File: src/rtl/subset_instruction_execute_unit_macros.svh
// ----------------------------------------------------------------------------
// subset_instruction_execute_unit_macros.svh
// Assertion macros shared by the execute unit. Each macro expects clk and
// rst_n in scope.
// ----------------------------------------------------------------------------
`ifndef SUBSET_INSTRUCTION_EXECUTE_UNIT_MACROS_SVH
`define SUBSET_INSTRUCTION_EXECUTE_UNIT_MACROS_SVH

// Check a same-cycle implication.
`define SIE_ASSERT_NOW(lbl, ante, cons) \
    lbl: assert property (@(posedge clk) disable iff (!rst_n) (ante) |-> (cons)) \
        else $error("execute unit: same-cycle check failed");

// Check an implication in the following cycle.
`define SIE_ASSERT_NEXT(lbl, ante, cons) \
    lbl: assert property (@(posedge clk) disable iff (!rst_n) (ante) |=> (cons)) \
        else $error("execute unit: next-cycle check failed");

`endif

File: src/rtl/sie_pkg.sv
// ----------------------------------------------------------------------------
// sie_pkg
// Types and constants of the subset instruction execute unit.
// ----------------------------------------------------------------------------
package sie_pkg;

    localparam int NUM_REGS = 16;

    typedef logic [3:0]  reg_idx_t;
    typedef logic [7:0]  byte_t;
    typedef logic [11:0] addr_t;

    localparam addr_t PC_RESET  = 12'd512;
    localparam addr_t SKIP_STEP = 12'h002;

    // Decoded instruction codes; codes 12 to 15 do nothing
    typedef enum logic [3:0] {
        OP_RET         = 4'd0,
        OP_JUMP        = 4'd1,
        OP_CALL        = 4'd2,
        OP_SKIP_EQ_K   = 4'd3,
        OP_SKIP_NE_K   = 4'd4,
        OP_SKIP_EQ_REG = 4'd5,
        OP_LOAD_K      = 4'd6,
        OP_ADD_K       = 4'd7,
        OP_MOVE        = 4'd8,
        OP_AND         = 4'd9,
        OP_OR          = 4'd10,
        OP_XOR         = 4'd11
    } op_t;

    // Execute stage result, from the ALU to the pipeline control
    typedef struct packed {
        addr_t pc_next;
        byte_t vx_out;
        logic  reg_we;
        logic  push;
        logic  skipped;
    } exec_res_t;

endpackage

File: src/rtl/sie_cmd_if.sv
// ----------------------------------------------------------------------------
// sie_cmd_if
// Instruction channel: one decoded instruction per item.
// ----------------------------------------------------------------------------
interface sie_cmd_if import sie_pkg::*; ();

    logic     valid;
    logic     ready;
    logic [3:0] op;
    addr_t    address;
    byte_t    constant;
    reg_idx_t reg_x;
    reg_idx_t reg_y;

    modport source (
        output valid,
        output op,
        output address,
        output constant,
        output reg_x,
        output reg_y,
        input  ready
    );

    modport sink (
        input  valid,
        input  op,
        input  address,
        input  constant,
        input  reg_x,
        input  reg_y,
        output ready
    );

endinterface

File: src/rtl/sie_rsp_if.sv
// ----------------------------------------------------------------------------
// sie_rsp_if
// Result channel: machine state after each executed instruction.
// ----------------------------------------------------------------------------
interface sie_rsp_if import sie_pkg::*; ();

    logic       valid;
    logic       ready;
    addr_t      program_counter;
    byte_t      vx_value;
    logic       skipped;
    logic [4:0] stack_depth;
    logic       stack_error;

    modport source (
        output valid,
        output program_counter,
        output vx_value,
        output skipped,
        output stack_depth,
        output stack_error,
        input  ready
    );

    modport sink (
        input  valid,
        input  program_counter,
        input  vx_value,
        input  skipped,
        input  stack_depth,
        input  stack_error,
        output ready
    );

endinterface

File: src/rtl/sie_regfile.sv
// ----------------------------------------------------------------------------
// sie_regfile
// Sixteen 8-bit general registers: two registered read ports, one write
// port, per-entry valid bits for the zero reset, write-to-read bypass.
// ----------------------------------------------------------------------------
module sie_regfile import sie_pkg::*; (
    input  logic     clk,
    input  logic     rst_n,
    input  logic     rd_en,
    input  reg_idx_t rd_addr_x,
    input  reg_idx_t rd_addr_y,
    input  logic     we,
    input  reg_idx_t waddr,
    input  byte_t    wdata,
    output byte_t    rd_x,
    output byte_t    rd_y
);

    byte_t                 vreg_mem [NUM_REGS];
    logic [NUM_REGS-1:0]   valid_reg;
    byte_t                 mem_x_reg;
    byte_t                 mem_y_reg;
    byte_t                 fwd_data_reg;
    logic                  vld_x_reg;
    logic                  vld_y_reg;
    logic                  fwd_x_reg;
    logic                  fwd_y_reg;

    // Write the array, read both ports on a new item
    always_ff @(posedge clk)
    begin
        if (we)
        begin
            vreg_mem[waddr] <= wdata;
        end
        if (rd_en)
        begin
            mem_x_reg    <= vreg_mem[rd_addr_x];
            mem_y_reg    <= vreg_mem[rd_addr_y];
            fwd_data_reg <= wdata;
        end
    end

    // Track written entries and catch a write landing on a read address
    always_ff @(posedge clk or negedge rst_n)
    begin
        if (!rst_n)
        begin
            valid_reg <= '0;
            vld_x_reg <= 1'b0;
            vld_y_reg <= 1'b0;
            fwd_x_reg <= 1'b0;
            fwd_y_reg <= 1'b0;
        end
        else
        begin
            if (we)
            begin
                valid_reg[waddr] <= 1'b1;
            end
            if (rd_en)
            begin
                vld_x_reg <= valid_reg[rd_addr_x];
                vld_y_reg <= valid_reg[rd_addr_y];
                fwd_x_reg <= we && (waddr == rd_addr_x);
                fwd_y_reg <= we && (waddr == rd_addr_y);
            end
        end
    end

    // Select bypass data, stored data or the reset value
    assign rd_x = fwd_x_reg ? fwd_data_reg : (vld_x_reg ? mem_x_reg : '0);
    assign rd_y = fwd_y_reg ? fwd_data_reg : (vld_y_reg ? mem_y_reg : '0);

endmodule

File: src/rtl/sie_stack.sv
// ----------------------------------------------------------------------------
// sie_stack
// Return address memory: one registered read port, one write port and a
// bypass for a push landing on the address being read.
// ----------------------------------------------------------------------------
module sie_stack import sie_pkg::*; #(
    parameter int DEPTH = 16
) (
    input  logic                     clk,
    input  logic                     rst_n,
    input  logic                     rd_en,
    input  logic [$clog2(DEPTH)-1:0] raddr,
    input  logic                     we,
    input  logic [$clog2(DEPTH)-1:0] waddr,
    input  addr_t                    wdata,
    output addr_t                    rdata
);

    addr_t stack_mem [DEPTH];
    addr_t mem_q_reg;
    addr_t fwd_data_reg;
    logic  fwd_reg;

    // Write on push, read on a new item
    always_ff @(posedge clk)
    begin
        if (we)
        begin
            stack_mem[waddr] <= wdata;
        end
        if (rd_en)
        begin
            mem_q_reg    <= stack_mem[raddr];
            fwd_data_reg <= wdata;
        end
    end

    // Flag a push to the entry being read in the same cycle
    always_ff @(posedge clk or negedge rst_n)
    begin
        if (!rst_n)
        begin
            fwd_reg <= 1'b0;
        end
        else if (rd_en)
        begin
            fwd_reg <= we && (waddr == raddr);
        end
    end

    assign rdata = fwd_reg ? fwd_data_reg : mem_q_reg;

endmodule

File: src/rtl/sie_alu.sv
// ----------------------------------------------------------------------------
// sie_alu
// Execute stage datapath: register operations, skip compares and the next
// program counter.
// ----------------------------------------------------------------------------
module sie_alu import sie_pkg::*; (
    input  op_t       op,
    input  addr_t     address,
    input  byte_t     constant,
    input  byte_t     vx,
    input  byte_t     vy,
    input  addr_t     pc,
    input  addr_t     stack_top,
    input  logic      stack_err,
    output exec_res_t res
);

    byte_t vx_new;
    logic  reg_we;
    logic  skip;

    // Decode register writes and skip conditions
    always_comb
    begin
        vx_new = vx;
        reg_we = 1'b0;
        skip   = 1'b0;
        unique case (op)
            OP_SKIP_EQ_K:   skip = (vx == constant);
            OP_SKIP_NE_K:   skip = (vx != constant);
            OP_SKIP_EQ_REG: skip = (vx == vy);
            OP_LOAD_K:
            begin
                vx_new = constant;
                reg_we = 1'b1;
            end
            OP_ADD_K:
            begin
                vx_new = vx + constant;
                reg_we = 1'b1;
            end
            OP_MOVE:
            begin
                vx_new = vy;
                reg_we = 1'b1;
            end
            OP_AND:
            begin
                vx_new = vx & vy;
                reg_we = 1'b1;
            end
            OP_OR:
            begin
                vx_new = vx | vy;
                reg_we = 1'b1;
            end
            OP_XOR:
            begin
                vx_new = vx ^ vy;
                reg_we = 1'b1;
            end
            default:
            begin
                vx_new = vx;
                reg_we = 1'b0;
                skip   = 1'b0;
            end
        endcase
    end

    // Pick the next program counter and pack the result
    always_comb
    begin
        res.pc_next = pc;
        res.push    = 1'b0;
        res.vx_out  = vx_new;
        res.reg_we  = reg_we;
        res.skipped = skip;
        if (op == OP_RET && !stack_err)
        begin
            res.pc_next = stack_top;
        end
        else if (op == OP_JUMP)
        begin
            res.pc_next = address;
        end
        else if (op == OP_CALL && !stack_err)
        begin
            res.pc_next = address;
            res.push    = 1'b1;
        end
        else if (skip)
        begin
            res.pc_next = pc + SKIP_STEP;
        end
    end

endmodule

File: src/rtl/subset_instruction_execute_unit.sv
// ----------------------------------------------------------------------------
// subset_instruction_execute_unit
// Executes one decoded instruction per item (return, jump, call, skips, load,
// add, move, AND, OR, XOR) and reports the program counter, VX, the skip
// flag, the stack depth and the stack error flag. An item can enter every
// clock cycle while results are taken; its result is loaded into the result
// register when the execute stage advances. The acceptance edge reads the
// register file and the return stack (synchronous memories); the execute
// stage then executes, and the edge on which it advances writes back and
// loads the result register. A result that is not taken stalls the input
// only once both the execute stage and the result register hold an item. The
// stack level is kept at acceptance so return reads the right entry; a write
// by the previous item to an entry being read is bypassed. No clearing pass
// is needed after reset.
// ----------------------------------------------------------------------------
module subset_instruction_execute_unit import sie_pkg::*; #(
    parameter int STACK_DEPTH = 16
) (
    input  logic      clk,
    input  logic      rst_n,
    sie_cmd_if.sink   cmd,
    sie_rsp_if.source rsp
);

`include "subset_instruction_execute_unit_macros.svh"

    localparam int LVL_W  = $clog2(STACK_DEPTH + 1);
    localparam int ADDR_W = $clog2(STACK_DEPTH);
    localparam logic [LVL_W-1:0] LVL_FULL = LVL_W'(STACK_DEPTH);

    logic [LVL_W-1:0]  level_reg;
    logic [LVL_W-1:0]  level_next;
    logic              accept;
    logic              s0_is_ret;
    logic              s0_is_call;
    logic              s0_err;
    logic              s0_push;

    logic              s1_valid_reg;
    op_t               s1_op_reg;
    addr_t             s1_address_reg;
    byte_t             s1_constant_reg;
    reg_idx_t          s1_x_reg;
    logic              s1_err_reg;
    logic [LVL_W-1:0]  s1_level_reg;
    logic [ADDR_W-1:0] s1_push_addr_reg;
    logic              s1_adv;

    addr_t             pc_reg;
    byte_t             vx_rd;
    byte_t             vy_rd;
    addr_t             stack_rd;
    exec_res_t         res;
    logic              reg_we;
    logic              stk_we;
    logic [LVL_W+4:0]  depth_ext;

    logic              out_valid_reg;
    addr_t             out_pc_reg;
    byte_t             out_vx_reg;
    logic              out_skipped_reg;
    logic [4:0]        out_depth_reg;
    logic              out_err_reg;

    // Handshake: execute stage moves when the result register frees up
    assign s1_adv     = s1_valid_reg && (!out_valid_reg || rsp.ready);
    assign cmd.ready  = !s1_valid_reg || s1_adv;
    assign accept     = cmd.valid && cmd.ready;

    // Resolve the stack level at acceptance
    assign s0_is_ret  = (cmd.op == OP_RET);
    assign s0_is_call = (cmd.op == OP_CALL);
    assign s0_err     = (s0_is_ret && (level_reg == '0)) ||
                        (s0_is_call && (level_reg == LVL_FULL));
    assign s0_push    = accept && s0_is_call && !s0_err;

    always_comb
    begin
        level_next = level_reg;
        if (accept && !s0_err)
        begin
            if (s0_is_ret)
            begin
                level_next = level_reg - LVL_W'(1);
            end
            else if (s0_is_call)
            begin
                level_next = level_reg + LVL_W'(1);
            end
        end
    end

    // State memories
    sie_regfile u_regfile (
        .clk       (clk),
        .rst_n     (rst_n),
        .rd_en     (accept),
        .rd_addr_x (cmd.reg_x),
        .rd_addr_y (cmd.reg_y),
        .we        (reg_we),
        .waddr     (s1_x_reg),
        .wdata     (res.vx_out),
        .rd_x      (vx_rd),
        .rd_y      (vy_rd)
    );

    sie_stack #(
        .DEPTH (STACK_DEPTH)
    ) u_stack (
        .clk   (clk),
        .rst_n (rst_n),
        .rd_en (accept),
        .raddr (level_reg[ADDR_W-1:0] - ADDR_W'(1)),
        .we    (stk_we),
        .waddr (s1_push_addr_reg),
        .wdata (pc_reg),
        .rdata (stack_rd)
    );

    // Execute
    sie_alu u_alu (
        .op        (s1_op_reg),
        .address   (s1_address_reg),
        .constant  (s1_constant_reg),
        .vx        (vx_rd),
        .vy        (vy_rd),
        .pc        (pc_reg),
        .stack_top (stack_rd),
        .stack_err (s1_err_reg),
        .res       (res)
    );

    assign reg_we = s1_adv && res.reg_we;
    assign stk_we = s1_adv && res.push;

    // Control registers
    always_ff @(posedge clk or negedge rst_n)
    begin
        if (!rst_n)
        begin
            level_reg     <= '0;
            s1_valid_reg  <= 1'b0;
            pc_reg        <= PC_RESET;
            out_valid_reg <= 1'b0;
        end
        else
        begin
            level_reg <= level_next;
            if (accept)
            begin
                s1_valid_reg <= 1'b1;
            end
            else if (s1_adv)
            begin
                s1_valid_reg <= 1'b0;
            end
            if (s1_adv)
            begin
                pc_reg        <= res.pc_next;
                out_valid_reg <= 1'b1;
            end
            else if (rsp.ready)
            begin
                out_valid_reg <= 1'b0;
            end
        end
    end

    // Hold the item's fields for the execute stage
    always_ff @(posedge clk)
    begin
        if (accept)
        begin
            s1_op_reg        <= op_t'(cmd.op);
            s1_address_reg   <= cmd.address;
            s1_constant_reg  <= cmd.constant;
            s1_x_reg         <= cmd.reg_x;
            s1_err_reg       <= s0_err;
            s1_level_reg     <= level_next;
            s1_push_addr_reg <= level_reg[ADDR_W-1:0];
        end
    end

    // Result register
    assign depth_ext = {5'b0, s1_level_reg};

    always_ff @(posedge clk)
    begin
        if (s1_adv)
        begin
            out_pc_reg      <= res.pc_next;
            out_vx_reg      <= res.vx_out;
            out_skipped_reg <= res.skipped;
            out_depth_reg   <= depth_ext[4:0];
            out_err_reg     <= s1_err_reg;
        end
    end

    assign rsp.valid           = out_valid_reg;
    assign rsp.program_counter = out_pc_reg;
    assign rsp.vx_value        = out_vx_reg;
    assign rsp.skipped         = out_skipped_reg;
    assign rsp.stack_depth     = out_depth_reg;
    assign rsp.stack_error     = out_err_reg;

    // Checks
    `SIE_ASSERT_NOW(a_level_bound, 1'b1, level_reg <= LVL_FULL)
    `SIE_ASSERT_NOW(a_no_push_on_error, s1_valid_reg && s1_err_reg, !stk_we)
    `SIE_ASSERT_NEXT(a_stage_holds, s1_valid_reg && out_valid_reg && !rsp.ready, s1_valid_reg)
    `SIE_ASSERT_NEXT(a_call_pushes, s0_push, level_reg == $past(level_reg) + LVL_W'(1))

endmodule
File: src/flat_wrapper.sv
// flat-port wrapper written by rule: the top's interface ports become plain ports
module subset_instruction_execute_unit_flat import sie_pkg::*;
#(
    parameter int STACK_DEPTH = 16
)
  (clk, rst_n, cmd_valid, cmd_op, cmd_address, cmd_constant, cmd_reg_x, cmd_reg_y, cmd_ready, rsp_valid, rsp_program_counter, rsp_vx_value, rsp_skipped, rsp_stack_depth, rsp_stack_error, rsp_ready);
  sie_cmd_if cmd_i ();
  sie_rsp_if rsp_i ();
  input  logic clk;
  input  logic rst_n;
  input wire logic [$bits(cmd_i.valid)-1:0] cmd_valid;
  input wire logic [$bits(cmd_i.op)-1:0] cmd_op;
  input wire logic [$bits(cmd_i.address)-1:0] cmd_address;
  input wire logic [$bits(cmd_i.constant)-1:0] cmd_constant;
  input wire logic [$bits(cmd_i.reg_x)-1:0] cmd_reg_x;
  input wire logic [$bits(cmd_i.reg_y)-1:0] cmd_reg_y;
  output wire logic [$bits(cmd_i.ready)-1:0] cmd_ready;
  output wire logic [$bits(rsp_i.valid)-1:0] rsp_valid;
  output wire logic [$bits(rsp_i.program_counter)-1:0] rsp_program_counter;
  output wire logic [$bits(rsp_i.vx_value)-1:0] rsp_vx_value;
  output wire logic [$bits(rsp_i.skipped)-1:0] rsp_skipped;
  output wire logic [$bits(rsp_i.stack_depth)-1:0] rsp_stack_depth;
  output wire logic [$bits(rsp_i.stack_error)-1:0] rsp_stack_error;
  input wire logic [$bits(rsp_i.ready)-1:0] rsp_ready;
  assign cmd_i.valid = cmd_valid;
  assign cmd_i.op = cmd_op;
  assign cmd_i.address = cmd_address;
  assign cmd_i.constant = cmd_constant;
  assign cmd_i.reg_x = cmd_reg_x;
  assign cmd_i.reg_y = cmd_reg_y;
  assign cmd_ready = cmd_i.ready;
  assign rsp_valid = rsp_i.valid;
  assign rsp_program_counter = rsp_i.program_counter;
  assign rsp_vx_value = rsp_i.vx_value;
  assign rsp_skipped = rsp_i.skipped;
  assign rsp_stack_depth = rsp_i.stack_depth;
  assign rsp_stack_error = rsp_i.stack_error;
  assign rsp_i.ready = rsp_ready;
  subset_instruction_execute_unit #(.STACK_DEPTH(STACK_DEPTH)) u_core (.clk(clk), .rst_n(rst_n), .cmd(cmd_i), .rsp(rsp_i));
endmodule
File: config.mk
export PLATFORM = sky130hd
export DESIGN_NAME = subset_instruction_execute_unit_flat
export DESIGN_NICKNAME = d
export VERILOG_FILES = /design/src/rtl/sie_pkg.sv /design/src/rtl/sie_cmd_if.sv /design/src/rtl/sie_rsp_if.sv /design/src/rtl/sie_regfile.sv /design/src/rtl/sie_stack.sv /design/src/rtl/sie_alu.sv /design/src/rtl/subset_instruction_execute_unit.sv /design/src/flat_wrapper.sv
export VERILOG_INCLUDE_DIRS = /design/src /design/src/rtl
export SDC_FILE = /design/constraint.sdc
export NUM_CORES = 1
export LEC_CHECK = 0
export BUFFER_PORTS_ARGS = -buffer_cell sky130_fd_sc_hd__buf_2
export CAP_MARGIN = 20
export CORE_ASPECT_RATIO = 0.75
export CORE_MARGIN = 2
export CORE_UTILIZATION = 40
export DETAILED_ROUTE_END_ITERATION = 7
export SLEW_MARGIN = 20
export SYNTH_ARGS = -nofsm -noshare
export SYNTH_HDL_FRONTEND = slang
export SYNTH_SLANG_ARGS = --single-unit
File: constraint.sdc
create_clock -name clk -period 9.2 [get_ports clk]
set_clock_uncertainty 0.05 [all_clocks]
set_input_delay 1.38 -clock clk [delete_from_list [all_inputs] [get_ports clk]]
set_output_delay 1.38 -clock clk [all_outputs]
set_load 0.05 [all_outputs]
==> impl_metrics.py <==
metrics = {
    "route": {
        "dr_total_vias": 11495,
        "dr.pass1.iters": 6,
        "route.met2.wl_mm": 20.7,
        "top_layer": "met5",
        "drt.antenna.violating_nets": 0,
        "drt-wirelength-per-cell_microns": 24.7,
        "dr_wl_met3_mm": 4.67,
        "vias_per_cell": 5.67,
        "routed_wl_mm": 50.0,
        "dr.first_iter.drc_count": 1269,
        "drc": 0,
        "met1_length_mm": 23.7,
    },
    "setup_path": {
        "r2r-end": "u_core.u_regfile.vreg_mem[15][5]",
        "cp_max_fo": 42,
        "max_stage_delay_ps": 770,
        "path_cells": "buf_2 > nand2b_1 > nand2_1 > inv_2 > buf_4 > nand3_1 > or3_1 > nor2_1",
        "path_class": "in2reg",
        "required_ps": 9360,
        "cp-start-kind": "input port",
        "worst-path-buf-inv": 3,
        "cp-end-kind": "flop",
        "cp_slowest_cell": "nor2_1",
        "reg2reg_from": "u_core.u_regfile.fwd_x_reg",
        "ff2ff_path_depth": 11,
        "cp-startpoint": "rsp_ready",
        "r2r_setup_slack_ps": 5320,
        "critPathArrivalTime_ps": 4230,
        "cp_top_family": "simple AND/OR/NAND/NOR gates",
    },
    "yosys": {
        "ys_warn_count": 0,
        "yosys_register_bits": 473,
        "synthFlopType": "edfxtp_1",
        "syn_area_sq_mm": 0.0209,
        "syn_inst": 1210,
        "ys_types": 74,
        "syn_nets": 1274,
        "synthArstFlopShare": 0.0846,
        "synth_seq_area_share": 0.669,
        "syn_avg_cell_area_sq_um": 17.3,
        "synth_edf_count": 433,
    },
    "sta": {
        "worst_pin_slew_ps": 1060,
        "slew_viol_final": 0,
        "finalCritPeriodShare": 0.442,
        "setup_viol": 0,
        "finalHoldViolCount": 0,
        "max_clock_freq_ghz": 0.246,
        "hold_ws_ps": 377,
        "period_needed_ps": 4060,
        "rsz0062_at_grt": "false",
        "relSlewSlack": 0.292,
        "fin_setup_tns_ps": 0,
    },
    "grt": {
        "grt_overflow": 0,
        "antenna_found_initial": 5,
        "grt_pass1_vias": 11285,
        "track_usage": 0.188,
        "grt_max_degree": 49,
        "grt_pass1_wl_mm": 74.6,
    },
    "floorplanning": {
        "coreArea_sq_mm": 0.0516,
        "chipWidth_microns": 268,
        "initial_utilization": 0.406,
        "row_count": 72,
        "fp.dieArea_sq_mm": 0.0542,
        "ios": 65,
        "die_y_microns": 202,
    },
    "finish": {
        "final_cell_mix": "433 x edfxtp_1, 139 x mux4_2, 64 x buf_2",
        "fin_nets": 1348,
        "register_area_sq_mm": 0.0140,
        "multi_input_area_sq_mm": 0.00664,
        "syn_to_final_growth_pct": 13.5,
        "final_common_cell": "edfxtp_1",
        "fillers": 4388,
        "stdcell_count": 2027,
        "largest_register_ffs": 192,
        "layout-drive-gt1-share": 0.275,
    },
    "outcome": {
        "status": "completed",
    },
    "power_and_ir_drop": {
        "vdd.ir_drop.worst_uv": 177,
        "power_density_mw_per_mm2": 266,
        "p_leak_nw": 8.03,
    },
    "cts": {
        "cts_hold_buf": 0,
        "cts_setup_buffers": 0,
        "cts_tree": "done",
        "clk_path_buf_depth": 3,
        "cts-root-buf": "clkbuf_16",
        "clkTransAtPathRegs_ps": 60,
        "cts_resized": 0,
        "cts.sinks": 473,
        "numCtsBuffers": 48,
        "clk_latency_ps": 590,
        "htreeDepth": 2,
    },
    "placed_design": {
        "dp_hpwl_mm": 32.5,
        "gp_congestion": 0.876,
        "io_buffers": 64,
        "placed_cells": 1934,
    },
    "min_path": {
        "min_to": "u_core.rsp.stack_depth[0]",
        "hold_path.class": "reg2reg",
        "min-delay-start": "u_core.s1_level_reg[0]",
        "min_delay_path_depth": 0,
    },
    "run": {
        "maxCapViolCount": 0,
    },
}
[cells in the mapped netlist (5+ instances only)]
master | count | area (sq um)
inv_1 | 30 | 113
mux4_2 | 139 | 3130
buf_2 | 10 | 50.1
clkbuf_1 | 35 | 131
xor2_1 | 7 | 61.3
a221oi_1 | 9 | 78.8
o21ai_0 | 23 | 115
or2_2 | 17 | 106
nand3_1 | 10 | 50.1
nor2b_1 | 19 | 119
a211o_1 | 6 | 52.6
nand3b_1 | 7 | 52.6
nor2_1 | 65 | 244
xnor2_1 | 19 | 166
o21a_1 | 6 | 45.0
o31ai_1 | 6 | 45.0
edfxtp_1 | 433 | 13000
nand2b_1 | 12 | 75.1
ha_1 | 27 | 338
buf_1 | 16 | 60.1
mux2i_1 | 24 | 240
nor3_1 | 23 | 115
a22oi_1 | 8 | 60.1
a211oi_1 | 18 | 135
and3_1 | 5 | 31.3
nand4_1 | 5 | 31.3
dfrtp_1 | 39 | 976
nand2_1 | 54 | 203
o22ai_1 | 8 | 50.1
o211ai_1 | 9 | 67.6
a21oi_1 | 35 | 175
nor4_1 | 6 | 37.5
mux2_2 | 10 | 113
[through the flow]
stage	power, mW	util	area (sq um)	setup slack [ps]
floorplan	3.85	-	20900	4500
global placement	4.38	0.428	22100	4420
detailed placement	4.40	0.428	22100	4280
CTS	6.38	0.459	23700	4910
global route	6.61	0.460	23800	4860
finish	6.33	0.460	23800	5140
[routing by layer]
metal / up-vias / GRT usage
met5: - / 0
met4: 8 / 0.0467
met3: 66 / 0.0513
met2: 435 / 0.254
met1: 5931 / 0.297
li1: 5055 / -
[where the power goes]
part	internal, mW	switching, mW
combinational	0.629	0.882
sequential	2.62	0.224
clock	1.14	0.835
total	4.39	1.94
[worst max-delay path by stage]
stage,endpoint,depth (start not counted)
after CTS,u_core.u_stack.stack_mem[4][10],8
final,u_core.u_stack.stack_mem[8][10],8
after global placement,u_core.u_stack.stack_mem[4][0],8
after global routing,u_core.u_stack.stack_mem[8][7],8
after detailed placement,u_core.u_stack.stack_mem[4][6],8
after floorplan,u_core.s1_level_reg[2],6
[kinds of logic (layout without fill, tap and decap cells)]
kind of cell | after synthesis | count (layout) | synth area share
and+or+nand+nor | 243 | 243 | 0.0606
DFF | 473 | 473 | 0.669
muxes | 173 | 173 | 0.166
AOI/OAI and AO/OA | 169 | 169 | 0.0569
xor gates and xnor gates | 26 | 26 | 0.0109
buffers and inverters | 98 | 211 | 0.0194
adders and majority gates | 28 | 28 | 0.0171
other | 0 | 1 | 0
[area by class of cell]
type,instances,share of cell area
Timing Repair Buffer,90,0.0217
Sequential cell,473,0.589
Clock inverter,28,0.0118
Inverter,32,0.00516
Tap cell,703,0.0370
Antenna cell,1,0.000105
Multi-Input combinational cell,639,0.279
Clock buffer,61,0.0556
Note: power is estimated with default switching activity, not from simulation.
